**src/hdl/stt_pkg.sv**
```systemverilog
`timescale 1ns / 1ps
// ----------------------------------------------------------------------------
// stt_pkg: shared types and constants
// Command, result kind and status codes plus parameter defaults.
// ----------------------------------------------------------------------------
package stt_pkg;

  localparam int SLOTS_DEF      = 16;
  localparam int TIME_BITS_DEF  = 32;
  localparam int OWNER_BITS_DEF = 8;
  localparam int ID_W           = 5;

  typedef enum logic [1:0] {
    CMD_SET     = 2'd0,
    CMD_KILL    = 2'd1,
    CMD_PROCESS = 2'd2
  } cmd_e;

  typedef enum logic [1:0] {
    KIND_SET   = 2'd0,
    KIND_KILL  = 2'd1,
    KIND_FIRED = 2'd2,
    KIND_DONE  = 2'd3
  } kind_e;

  typedef enum logic [1:0] {
    STS_OK     = 2'd0,
    STS_BAD_ID = 2'd1,
    STS_FULL   = 2'd2
  } status_e;

endpackage

```
**src/hdl/stt_cmd_if.sv**
```systemverilog
`timescale 1ns / 1ps
// ----------------------------------------------------------------------------
// stt_cmd_if: command channel
// Valid/ready channel carrying one command word.
// ----------------------------------------------------------------------------
interface stt_cmd_if #(
  parameter int TIME_BITS  = stt_pkg::TIME_BITS_DEF,
  parameter int OWNER_BITS = stt_pkg::OWNER_BITS_DEF
);
  logic                    valid;
  logic                    ready;
  logic [1:0]              command;
  logic [TIME_BITS-1:0]    now;
  logic [TIME_BITS-1:0]    interval;
  logic                    repeat_req;
  logic [OWNER_BITS-1:0]   owner;
  logic [stt_pkg::ID_W-1:0] timer_id;

  modport source (
    output valid, command, now, interval, repeat_req, owner, timer_id,
    input  ready
  );
  modport sink (
    input  valid, command, now, interval, repeat_req, owner, timer_id,
    output ready
  );
endinterface

```
**src/hdl/stt_res_if.sv**
```systemverilog
`timescale 1ns / 1ps
// ----------------------------------------------------------------------------
// stt_res_if: result channel
// Valid/ready channel carrying one result word.
// ----------------------------------------------------------------------------
interface stt_res_if;
  logic                     valid;
  logic                     ready;
  logic [1:0]               kind;
  logic [1:0]               status;
  logic [stt_pkg::ID_W-1:0] result_id;
  logic                     last;

  modport source (
    output valid, kind, status, result_id, last,
    input  ready
  );
  modport sink (
    input  valid, kind, status, result_id, last,
    output ready
  );
endinterface

```
**src/hdl/stt_ram.sv**
```systemverilog
`timescale 1ns / 1ps
// ----------------------------------------------------------------------------
// stt_ram: generic simple dual-port RAM
// One write port, one read port with registered read data.
// ----------------------------------------------------------------------------
module stt_ram #(
  parameter int WIDTH = 8,
  parameter int DEPTH = 16,
  localparam int AW   = (DEPTH > 1) ? $clog2(DEPTH) : 1
) (
  input  logic             clk_i,
  input  logic             we_i,
  input  logic [AW-1:0]    waddr_i,
  input  logic [WIDTH-1:0] wdata_i,
  input  logic             re_i,
  input  logic [AW-1:0]    raddr_i,
  output logic [WIDTH-1:0] rdata_o
);

  logic [WIDTH-1:0] mem_q [DEPTH];

  always_ff @(posedge clk_i) begin
    if (we_i) begin
      mem_q[waddr_i] <= wdata_i;
    end
    if (re_i) begin
      rdata_o <= mem_q[raddr_i];
    end
  end

endmodule

```
**src/hdl/stt_slot_eval.sv**
```systemverilog
`timescale 1ns / 1ps
// ----------------------------------------------------------------------------
// stt_slot_eval: expiry check for one slot
// Modular elapsed time against the interval, and the re-arm start time.
// ----------------------------------------------------------------------------
module stt_slot_eval #(
  parameter int TIME_BITS = stt_pkg::TIME_BITS_DEF
) (
  input  logic [TIME_BITS-1:0] now_i,
  input  logic [TIME_BITS-1:0] start_i,
  input  logic [TIME_BITS-1:0] interval_i,
  output logic                 due_o,
  output logic [TIME_BITS-1:0] start_next_o
);

  logic [TIME_BITS-1:0] elapsed;

  assign elapsed      = now_i - start_i;
  assign due_o        = (elapsed >= interval_i);
  assign start_next_o = start_i + interval_i;

endmodule

```
**src/hdl/software_timer_table.sv**
```systemverilog
`timescale 1ns / 1ps
// ----------------------------------------------------------------------------
// software_timer_table: timer slot table
// Set, kill and process commands over a table of timer slots.
// ----------------------------------------------------------------------------
// Set and kill are handled in the cycle they are accepted; the lowest free slot
// comes from the armed flags, which sit in flip-flops. Process walks the slot
// RAM one entry per cycle while no fired word waits on the result side (one
// read port, registered read). It keeps the command side busy until the scan
// and its done word are through; each armed, due slot of the command's owner
// gives one fired word, and a done word closes the scan. A new command is
// taken once the previous one has finished and the output register is free
// or being drained.
module software_timer_table #(
  parameter int SLOTS      = stt_pkg::SLOTS_DEF,
  parameter int TIME_BITS  = stt_pkg::TIME_BITS_DEF,
  parameter int OWNER_BITS = stt_pkg::OWNER_BITS_DEF
) (
  input  logic      clk_i,
  input  logic      rst_ni,
  stt_cmd_if.sink   cmd_i,
  stt_res_if.source res_o
);
  import stt_pkg::*;

  localparam int IDX_W = (SLOTS > 1) ? $clog2(SLOTS) : 1;
  localparam int CNT_W = $clog2(SLOTS + 1);
  localparam int ENT_W = 1 + 2 * TIME_BITS + OWNER_BITS;

  localparam logic [1:0] ST_IDLE = 2'd0;
  localparam logic [1:0] ST_SCAN = 2'd1;
  localparam logic [1:0] ST_DONE = 2'd2;

  logic [1:0]            state_q, state_d;
  logic [SLOTS-1:0]      armed_q, armed_d;
  logic [CNT_W-1:0]      rd_cnt_q, rd_cnt_d;
  logic                  e_valid_q, e_valid_d;
  logic [IDX_W-1:0]      e_idx_q, e_idx_d;
  logic [TIME_BITS-1:0]  now_q, now_d;
  logic [OWNER_BITS-1:0] owner_q, owner_d;

  logic                  out_valid_q, out_valid_d;
  logic [1:0]            kind_q, kind_d;
  logic [1:0]            status_q, status_d;
  logic [ID_W-1:0]       id_q, id_d;
  logic                  last_q, last_d;
  logic                  out_load;
  logic                  can_load;
  logic                  accept;

  logic                  ram_we;
  logic [IDX_W-1:0]      ram_waddr;
  logic [ENT_W-1:0]      ram_wdata;
  logic                  ram_re;
  logic [ENT_W-1:0]      ram_rdata;

  logic                  ent_repeat;
  logic [TIME_BITS-1:0]  ent_interval;
  logic [TIME_BITS-1:0]  ent_start;
  logic [OWNER_BITS-1:0] ent_owner;
  logic                  due;
  logic [TIME_BITS-1:0]  start_next;
  logic                  fire;
  logic                  stall;

  logic                  free_found;
  logic [IDX_W-1:0]      free_idx;
  logic [ID_W-1:0]       kill_m1;
  logic [IDX_W-1:0]      kill_idx;
  logic                  kill_ok;

  stt_ram #(
    .WIDTH (ENT_W),
    .DEPTH (SLOTS)
  ) u_ram (
    .clk_i   (clk_i),
    .we_i    (ram_we),
    .waddr_i (ram_waddr),
    .wdata_i (ram_wdata),
    .re_i    (ram_re),
    .raddr_i (rd_cnt_q[IDX_W-1:0]),
    .rdata_o (ram_rdata)
  );

  assign {ent_repeat, ent_interval, ent_start, ent_owner} = ram_rdata;

  stt_slot_eval #(
    .TIME_BITS (TIME_BITS)
  ) u_eval (
    .now_i        (now_q),
    .start_i      (ent_start),
    .interval_i   (ent_interval),
    .due_o        (due),
    .start_next_o (start_next)
  );

  // lowest free slot
  always_comb begin
    free_found = 1'b0;
    free_idx   = '0;
    for (int i = SLOTS - 1; i >= 0; i--) begin
      if (!armed_q[i]) begin
        free_found = 1'b1;
        free_idx   = IDX_W'(i);
      end
    end
  end

  assign kill_m1  = cmd_i.timer_id - ID_W'(1);
  assign kill_idx = IDX_W'(kill_m1);
  assign kill_ok  = (cmd_i.timer_id != '0) && (int'(cmd_i.timer_id) <= SLOTS) &&
                    armed_q[kill_idx];

  assign can_load    = !out_valid_q || res_o.ready;
  assign cmd_i.ready = (state_q == ST_IDLE) && can_load;
  assign accept      = cmd_i.valid && cmd_i.ready;

  assign fire  = e_valid_q && armed_q[e_idx_q] && (ent_owner == owner_q) && due;
  assign stall = fire && !can_load;

  always_comb begin
    state_d   = state_q;
    armed_d   = armed_q;
    rd_cnt_d  = rd_cnt_q;
    e_valid_d = e_valid_q;
    e_idx_d   = e_idx_q;
    now_d     = now_q;
    owner_d   = owner_q;
    ram_we    = 1'b0;
    ram_waddr = '0;
    ram_wdata = '0;
    ram_re    = 1'b0;
    out_load  = 1'b0;
    kind_d    = kind_q;
    status_d  = status_q;
    id_d      = id_q;
    last_d    = last_q;

    unique case (state_q)
      ST_IDLE: begin
        if (accept) begin
          case (cmd_i.command)
            CMD_SET: begin
              out_load = 1'b1;
              kind_d   = KIND_SET;
              last_d   = 1'b1;
              if (free_found) begin
                armed_d[free_idx] = 1'b1;
                ram_we    = 1'b1;
                ram_waddr = free_idx;
                ram_wdata = {cmd_i.repeat_req, cmd_i.interval, cmd_i.now, cmd_i.owner};
                status_d  = STS_OK;
                id_d      = ID_W'(free_idx) + ID_W'(1);
              end else begin
                status_d = STS_FULL;
                id_d     = '0;
              end
            end
            CMD_KILL: begin
              out_load = 1'b1;
              kind_d   = KIND_KILL;
              last_d   = 1'b1;
              if (kill_ok) begin
                armed_d[kill_idx] = 1'b0;
                status_d = STS_OK;
                id_d     = cmd_i.timer_id;
              end else begin
                status_d = STS_BAD_ID;
                id_d     = '0;
              end
            end
            CMD_PROCESS: begin
              state_d   = ST_SCAN;
              rd_cnt_d  = '0;
              e_valid_d = 1'b0;
              now_d     = cmd_i.now;
              owner_d   = cmd_i.owner;
            end
            default: ;
          endcase
        end
      end
      ST_SCAN: begin
        if (fire && can_load) begin
          out_load = 1'b1;
          kind_d   = KIND_FIRED;
          status_d = STS_OK;
          id_d     = ID_W'(e_idx_q) + ID_W'(1);
          last_d   = 1'b0;
          if (ent_repeat) begin
            ram_we    = 1'b1;
            ram_waddr = e_idx_q;
            ram_wdata = {ent_repeat, ent_interval, start_next, ent_owner};
          end else begin
            armed_d[e_idx_q] = 1'b0;
          end
        end
        if (!stall) begin
          if (rd_cnt_q != CNT_W'(SLOTS)) begin
            ram_re    = 1'b1;
            rd_cnt_d  = rd_cnt_q + CNT_W'(1);
            e_valid_d = 1'b1;
            e_idx_d   = rd_cnt_q[IDX_W-1:0];
          end else begin
            e_valid_d = 1'b0;
            if (!e_valid_q) begin
              state_d = ST_DONE;
            end
          end
        end
      end
      ST_DONE: begin
        if (can_load) begin
          out_load = 1'b1;
          kind_d   = KIND_DONE;
          status_d = STS_OK;
          id_d     = '0;
          last_d   = 1'b1;
          state_d  = ST_IDLE;
        end
      end
      default: state_d = ST_IDLE;
    endcase
  end

  assign out_valid_d = out_load || (out_valid_q && !res_o.ready);

  always_ff @(posedge clk_i or negedge rst_ni) begin
    if (!rst_ni) begin
      state_q     <= ST_IDLE;
      armed_q     <= '0;
      rd_cnt_q    <= '0;
      e_valid_q   <= 1'b0;
      out_valid_q <= 1'b0;
    end else begin
      state_q     <= state_d;
      armed_q     <= armed_d;
      rd_cnt_q    <= rd_cnt_d;
      e_valid_q   <= e_valid_d;
      out_valid_q <= out_valid_d;
    end
  end

  always_ff @(posedge clk_i) begin
    e_idx_q <= e_idx_d;
    now_q   <= now_d;
    owner_q <= owner_d;
    if (out_load) begin
      kind_q   <= kind_d;
      status_q <= status_d;
      id_q     <= id_d;
      last_q   <= last_d;
    end
  end

  assign res_o.valid     = out_valid_q;
  assign res_o.kind      = kind_q;
  assign res_o.status    = status_q;
  assign res_o.result_id = id_q;
  assign res_o.last      = last_q;

endmodule

```
**src/flat_wrapper.sv**
```systemverilog
// flat-port wrapper written by rule: the top's interface ports become plain ports
module software_timer_table_flat import stt_pkg::*;
#(
  parameter int SLOTS      = stt_pkg::SLOTS_DEF,
  parameter int TIME_BITS  = stt_pkg::TIME_BITS_DEF,
  parameter int OWNER_BITS = stt_pkg::OWNER_BITS_DEF
)
  (clk_i, rst_ni, cmd_i_valid, cmd_i_command, cmd_i_now, cmd_i_interval, cmd_i_repeat_req, cmd_i_owner, cmd_i_timer_id, cmd_i_ready, res_o_valid, res_o_kind, res_o_status, res_o_result_id, res_o_last, res_o_ready);
  stt_cmd_if #(.TIME_BITS(TIME_BITS), .OWNER_BITS(OWNER_BITS)) cmd_i_i ();
  stt_res_if res_o_i ();
  input  logic clk_i;
  input  logic rst_ni;
  input wire logic [$bits(cmd_i_i.valid)-1:0] cmd_i_valid;
  input wire logic [$bits(cmd_i_i.command)-1:0] cmd_i_command;
  input wire logic [$bits(cmd_i_i.now)-1:0] cmd_i_now;
  input wire logic [$bits(cmd_i_i.interval)-1:0] cmd_i_interval;
  input wire logic [$bits(cmd_i_i.repeat_req)-1:0] cmd_i_repeat_req;
  input wire logic [$bits(cmd_i_i.owner)-1:0] cmd_i_owner;
  input wire logic [$bits(cmd_i_i.timer_id)-1:0] cmd_i_timer_id;
  output wire logic [$bits(cmd_i_i.ready)-1:0] cmd_i_ready;
  output wire logic [$bits(res_o_i.valid)-1:0] res_o_valid;
  output wire logic [$bits(res_o_i.kind)-1:0] res_o_kind;
  output wire logic [$bits(res_o_i.status)-1:0] res_o_status;
  output wire logic [$bits(res_o_i.result_id)-1:0] res_o_result_id;
  output wire logic [$bits(res_o_i.last)-1:0] res_o_last;
  input wire logic [$bits(res_o_i.ready)-1:0] res_o_ready;
  assign cmd_i_i.valid = cmd_i_valid;
  assign cmd_i_i.command = cmd_i_command;
  assign cmd_i_i.now = cmd_i_now;
  assign cmd_i_i.interval = cmd_i_interval;
  assign cmd_i_i.repeat_req = cmd_i_repeat_req;
  assign cmd_i_i.owner = cmd_i_owner;
  assign cmd_i_i.timer_id = cmd_i_timer_id;
  assign cmd_i_ready = cmd_i_i.ready;
  assign res_o_valid = res_o_i.valid;
  assign res_o_kind = res_o_i.kind;
  assign res_o_status = res_o_i.status;
  assign res_o_result_id = res_o_i.result_id;
  assign res_o_last = res_o_i.last;
  assign res_o_i.ready = res_o_ready;
  software_timer_table #(.SLOTS(SLOTS), .TIME_BITS(TIME_BITS), .OWNER_BITS(OWNER_BITS)) u_core (.clk_i(clk_i), .rst_ni(rst_ni), .cmd_i(cmd_i_i), .res_o(res_o_i));
endmodule
```
**config.mk**
```make
export PLATFORM = sky130hd
export DESIGN_NAME = software_timer_table_flat
export DESIGN_NICKNAME = d
export VERILOG_FILES = /design/src/hdl/stt_pkg.sv /design/src/hdl/stt_cmd_if.sv /design/src/hdl/stt_res_if.sv /design/src/hdl/stt_ram.sv /design/src/hdl/stt_slot_eval.sv /design/src/hdl/software_timer_table.sv /design/src/flat_wrapper.sv
export SDC_FILE = /design/constraint.sdc
export NUM_CORES = 1
export LEC_CHECK = 0
export BUFFER_PORTS_ARGS = -buffer_cell sky130_fd_sc_hd__buf_2
export CAP_MARGIN = 10
export CORE_UTILIZATION = 40
export CTS_CLUSTER_SIZE = 12
export DETAILED_ROUTE_END_ITERATION = 8
export GPL_TIMING_DRIVEN = 0
export MAX_ROUTING_LAYER = met4
export SLEW_MARGIN = 20
export SYNTH_ARGS = -nofsm -noshare
export SYNTH_HDL_FRONTEND = slang
export SYNTH_SLANG_ARGS = --single-unit
export TNS_END_PERCENT = 20
```
**constraint.sdc**
```tcl
create_clock -name clk_i -period 13.3 [get_ports clk_i]
set_clock_uncertainty 0.15 [all_clocks]
set_input_delay 0.665 -clock clk_i [delete_from_list [all_inputs] [get_ports clk_i]]
set_output_delay 0.665 -clock clk_i [all_outputs]
set_load 0.02 [all_outputs]
```
# Yosys cells after proc, flatten, opt, wreduce, memory -nomap -nowiden
# Memory sizes are Yosys's and may differ from the RTL's. A register that Yosys moved wholly into a read port is not among the register bits.
# Cells that the tools add are included.
# word_totals
regBits	79
latch_bits	0
ram_bits	1168
mem_bits_ro	0
in_bits	84
out_inout_bits	12
word_cells	200
memories	1
# memory_table
memory	depth	width	read_ports	rd_ports_with_merged_regs	wr	line	rtl
u_core.u_ram.mem_q	16	73	1	1	1	stt_ram.sv:20	logic [WIDTH-1:0] mem_q [DEPTH];
# classes
add_sub_neg	6
mul	0
div	0
magnitude_cmp	8
n_eq_ne	19
n_shift	0
muxes	116
bitwise	6
reduce_logical	32
# ops
op	n
2-to-1 mux 73 bit	5
one-hot mux 73 bit (2 select lines)	1
2-to-1 mux 4 bit	21
2-to-1 mux 16 bit	5
one-hot mux 16 bit (2 select lines)	2
2-to-1 mux 5 bit	9
2-to-1 mux 1 bit	43
adder 32 bit	1
AND 16 bit	2
>= comparator 32 bit	1
NOT 16 bit	2
subtractor 32 bit	1
2-to-1 mux 2 bit	12
one-hot mux 5 bit (2 select lines)	2
one-hot mux 2 bit (3 select lines)	3
AND reduction 6 bit	3
bitwise OR 16 bit	1
< comparator 4 x 5 -> 1 bit, second input constant	3
one-hot mux 5 bit (3 select lines)	1
logical AND 1 bit	13
demux 1 bit (select 4 bit)	3
>= comparator 4 x 1 -> 1 bit, second input constant	3
inequality test 2 bit, second input constant	6
adder 4 x 1 -> 5 bit, second input constant	2
other kinds (27)	42

# Depth between registers and ports, before layout
# depth
word_depth	25
depth_mapped	24
mapped_depth_nobuf	23

# By module
# Synthesis repeated with hierarchy kept, for this count alone.
# hier_totals
cells_unflattened	3001
hier_area_um2	55201.7
# by_module_without_submodules
module	instances	cells_per_inst	area_per_inst_um2	seq_area_each_um2
stt_ram	1	1875	45857.7	37265.7
software_timer_table	1	509	5139.9	2247.2
stt_slot_eval	1	617	4204.0	0.0

# Worst setup path after synthesis
# No wires, ideal clock.
# synth_timing
kind	register to register
from	reg u_core.u_ram.rdata_o[19] (read register of u_core.u_ram.mem_q)
to	mem u_core.u_ram.mem_q[5][0] (netlist name) (enable)
setup_time_ns	0.593
arrival_time_ns	9.275
required_time_ns	12.557
setup_slack_ns	3.281
stages_incl_launch_ff	22
path_buffers	1
synth_period_minus_slack_ns	10.019
path_cell_list	edfxtp_1 > inv_1 > ha_1 > a21o_1 > a31o_2 > a211oi_1 > a21oi_1 > o21ai_0 > a21boi_1 > o21a_1 > or4b_1 > nand3_1 > ha_1 > a21o_1 > a21o_1 > a21oi_1 > o21ai_0 > a221o_1 > o2111ai_2 > buf_4 > o21ai_0 > nor3_1
# synth_via
elab_chain_cells	8
word_cells_on_any_way	10
classes_between	add/sub: 1; order compare: 1; mux: 6; reduce/logical: 2
# synth_lines
item	line	rtl
start: declaration	stt_ram.sv:17	output logic [WIDTH-1:0] rdata_o
subtractor 32 bit (*)	stt_slot_eval.sv:18	assign elapsed = now_i - start_i;
>= comparator 32 bit (*)	stt_slot_eval.sv:19	assign due_o = (elapsed >= interval_i);
logical AND 1 bit (*)	software_timer_table.sv:118	assign fire = e_valid_q && armed_q[e_idx_q] && (ent_owner == owner_q) && due;
logical AND 1 bit (*)	software_timer_table.sv:184	if (fire && can_load) begin
2-to-1 mux 1 bit	software_timer_table.sv:184	
one-hot mux 1 bit (2 select lines)	software_timer_table.sv:139	unique case (state_q)
2-to-1 mux 1 bit	stt_ram.sv:23	if (we_i) begin
2-to-1 mux 1 bit (implied by the code)	stt_ram.sv:24	mem_q[waddr_i] <= wdata_i;
end: declaration	stt_ram.sv:20	
# Every way passes the cells marked *; elsewhere a longest branch is shown, timed or not.

# Worst setup path after layout
# layout_timing
from	reg u_core.u_ram.rdata_o[19] (read register of u_core.u_ram.mem_q)
to	mem u_core.u_ram.mem_q[11][1] (netlist name) (enable)
# Same word-level chain as after synthesis.

==> metrics.yaml <==
status:
  outcome: "finished, final reports clean"
setup_path:
  r2r_start: "u_core.u_ram.rdata_o[19]"
  critPathLaunchType: "flip-flop"
  critPathLaunch: "u_core.u_ram.rdata_o[19]"
  cp.arrival_ps: 8290
  endpoint_kind: "flip-flop"
  cp.required_ps: 13630
  path_max_fanout: 8
  critPathKind: "flip-flop to flip-flop"
clocking:
  htree_levels: 4
  clk_pin_slew_ps: 60
  clk_latency_ps: 790
  numCtsBuffers: 140
  cts-root-buf: "clkbuf_16"
  cts_setup_buffers: 0
  cts_buffer_depth: 3
  cts_resized: 0
  clkSinkCount: 1320
  cts_tree: "done"
layout:
  synthToLayoutAreaGrowth_pct: 17.2
  final_cell_mix: "1295 x edfxtp_1, 373 x mux4_2, 141 x clkbuf_16"
  final_common_cell: "edfxtp_1"
  fin_nets: 3493
  drive_above_1_share_pct: 26.8
  fin_util_pct: 47.5
logic_synthesis:
  yosys_warnings: 0
  synth-seq-cells: 1320
  netlist-cell-type-count: 77
  syn_avg_cell_area_um2: 19.3
  async_flop_share_pct: 1.89
  syn_area_mm2: 0.0551
  seq_area_frac_synth_pct: 71.7
  synth_edf_count: 1295
  synth_fp_nets: 3047
  synth_ff_type: "edfxtp_1"
  synth_cells: 2849
pwr:
  power_density_mw_per_mm2: 195
  ir_worst_vdd_uv: 117
  leakage_nw: 21.1
  fin_total_pwr_mw: 12.6
hold_path:
  hold_path_startpoint: "cmd_i_now[18]"
  worst_hold_path_type: "input port to flip-flop"
global_route:
  gr-usage-met2_pct: 33.8
  groute.usage.overall_pct: 22.7
  overflow: 0
  antenna_found_initial: 4
  grt_pass1_vias: 29952
  grt_max_degree: 34
  grt_pass1_wl_um: 218000
  use_met1_pct: 32.2
  gr-max-usage-layer: "met2"
  use_met3_pct: 4.40
placed_design:
  dpl.hpwl_um: 107000
  port_buffers: 94
  place.gp.congestion: 0.941
  pre_cts_slack_ps: 5540
die:
  core-area_mm2: 0.136
  io_pins: 96
  die_area_mm2: 0.139
  die_w_um: 373
  chipHeight_um: 373
  start_util_pct: 40.5
  row_count: 135
sta:
  timing.final.crit_share_pct: 59.9
  fmax_mhz: 126
  min_period_ps: 7960
  setup_viol: 0
  hold_viol_final: 0
  drv_slew: 0
  worst_slack_ps: 5340
  relSlewSlack_pct: 18.8
  worst_pin_slew_ps: 1220
  hold_ws_ps: 61.6
  rsz0062_at_grt: "false"
routing:
  viasPerCell: 5.86
  routedWlPerCell_um: 29.6
  wirelength_um: 153000
  drt_pass1_iterations: 7
  drc: 0
  drt_iter0_markers: 3810
  vias: 30329
  drt.antenna.violating_nets: 0
flow_run:
  cap_violations: 0
-- Yosys cell counts, types with 13 or more instances --
cell type / number / area (µm²)
nor2b_1: 20 / 125
nand2_1: 127 / 477
ha_1: 112 / 1400
edfxtp_1: 1295 / 38900
a21oi_1: 84 / 420
o21ai_0: 113 / 566
inv_1: 103 / 387
buf_1: 22 / 82.6
nand4_1: 18 / 113
a21o_1: 27 / 203
clkbuf_1: 92 / 345
nor3_1: 28 / 140
a211oi_1: 20 / 150
nand2b_1: 13 / 81.3
o211ai_1: 17 / 128
dfrtp_1: 25 / 626
xor2_1: 24 / 210
nor2_1: 72 / 270
o21a_1: 15 / 113
nand3_1: 31 / 155
xnor2_1: 42 / 368
mux4_2: 373 / 8400
-- layer usage --
layer | vias to the layer above | routed length (µm)
met5 | - | 0
met4 | 0 | 3240
met3 | 219 | 13100
met2 | 1427 | 70600
met1 | 16000 | 66500
li1 | 12683 | -
-- what timing repair did --
item	CTS	global route
hold buffers	35	0
endpoints found under the setup margin	0	0
hold endpoints to repair	59	0
-- cell families (layout without fill, tap and decap cells) --
family                   Yosys count  count (layout)  synth area share, %
adder cells (fa/ha/maj)          114             114                 2.61
flip-flops                      1320            1320                 71.7
AND/OR/NAND/NOR                  347             347                 3.00
XOR/XNOR                          66              66                 1.05
multiplexers                     377             377                 15.3
other                              0               2                    0
buffers and inverters            229             774                 1.62
AO/OA/AOI/OAI                    396             396                 4.70
-- metrics by stage --
stage          instance area [µm²]  setup TNS (ps)  std cells
6_report                     64600               0       5177
5_1_grt                      64600               0       5176
4_1_cts                      64600               0       5175
3_5_place_dp                 60000               0       4899
3_3_place_gp                 57800        -3101480       4724
2_1_floorplan                55100               0       2849
-- registers in the layout (all words and copies together), names as in the netlist --
signal                  flops
u_core.u_ram.mem_q       1168
u_core.u_ram.rdata_o       73
u_core.now_q               32
u_core.armed_q             16
u_core.owner_q              8
u_core.rd_cnt_q             5
u_core.res_o.result_id      5
u_core.e_idx_q              4
u_core.res_o.kind           2
u_core.res_o.status         2
u_core.state_q              2
u_core.e_valid_q            1
u_core.res_o.last           1
u_core.res_o.valid          1
-- area by class of cell --
type / count / area (µm²)
fill: 11380 / 71500
sequential: 1320 / 39500
multi-input combinational: 1300 / 14900
clock buffer: 187 / 3710
timing repair buffer: 304 / 2800
tap: 1781 / 2230
buffer: 124 / 549
clock inverter: 54 / 520
inverter: 105 / 394
antenna: 2 / 5.00
-- final timing paths --
check | to | slack [ps] | depth (start not counted)
setup / recovery | u_core.u_ram.mem_q[11][1] | 5340 | 23
hold / removal | u_core.now_q[18] | 60 | 1
setup reg to reg | u_core.u_ram.mem_q[11][1] | 5340 | 23
hold reg to reg | u_core.e_idx_q[2] | 310 | 0
max in group asynchronous | u_core.armed_q[15] | 12240 | 2
min in group asynchronous | u_core.res_o.valid | 300 | 2
-- critical path: stages (launching register included) --
cell and delay (ps):
edfxtp_1 400, inv_1 60, ha_1 380, a21o_1 220, a31o_2 210, a211oi_1 450, a21oi_1 240, o2111ai_1 440
a311oi_1 230, nor3_1 490, nor3_1 120, a311o_1 310, ha_1 320, nand4_1 150, nor4_1 360, o21ai_0 380
a21oi_4 580, o221ai_1 440, nor3_2 700, buf_6 250, buf_6 160, buf_4 200, buf_6 180, buf_4 210
-- power by group --
group	switching (mW)	internal (mW)
registers	0.179	4.85
logic	2.27	1.66
clock network	1.62	2.03
Power figures use the tool's default switching activity.
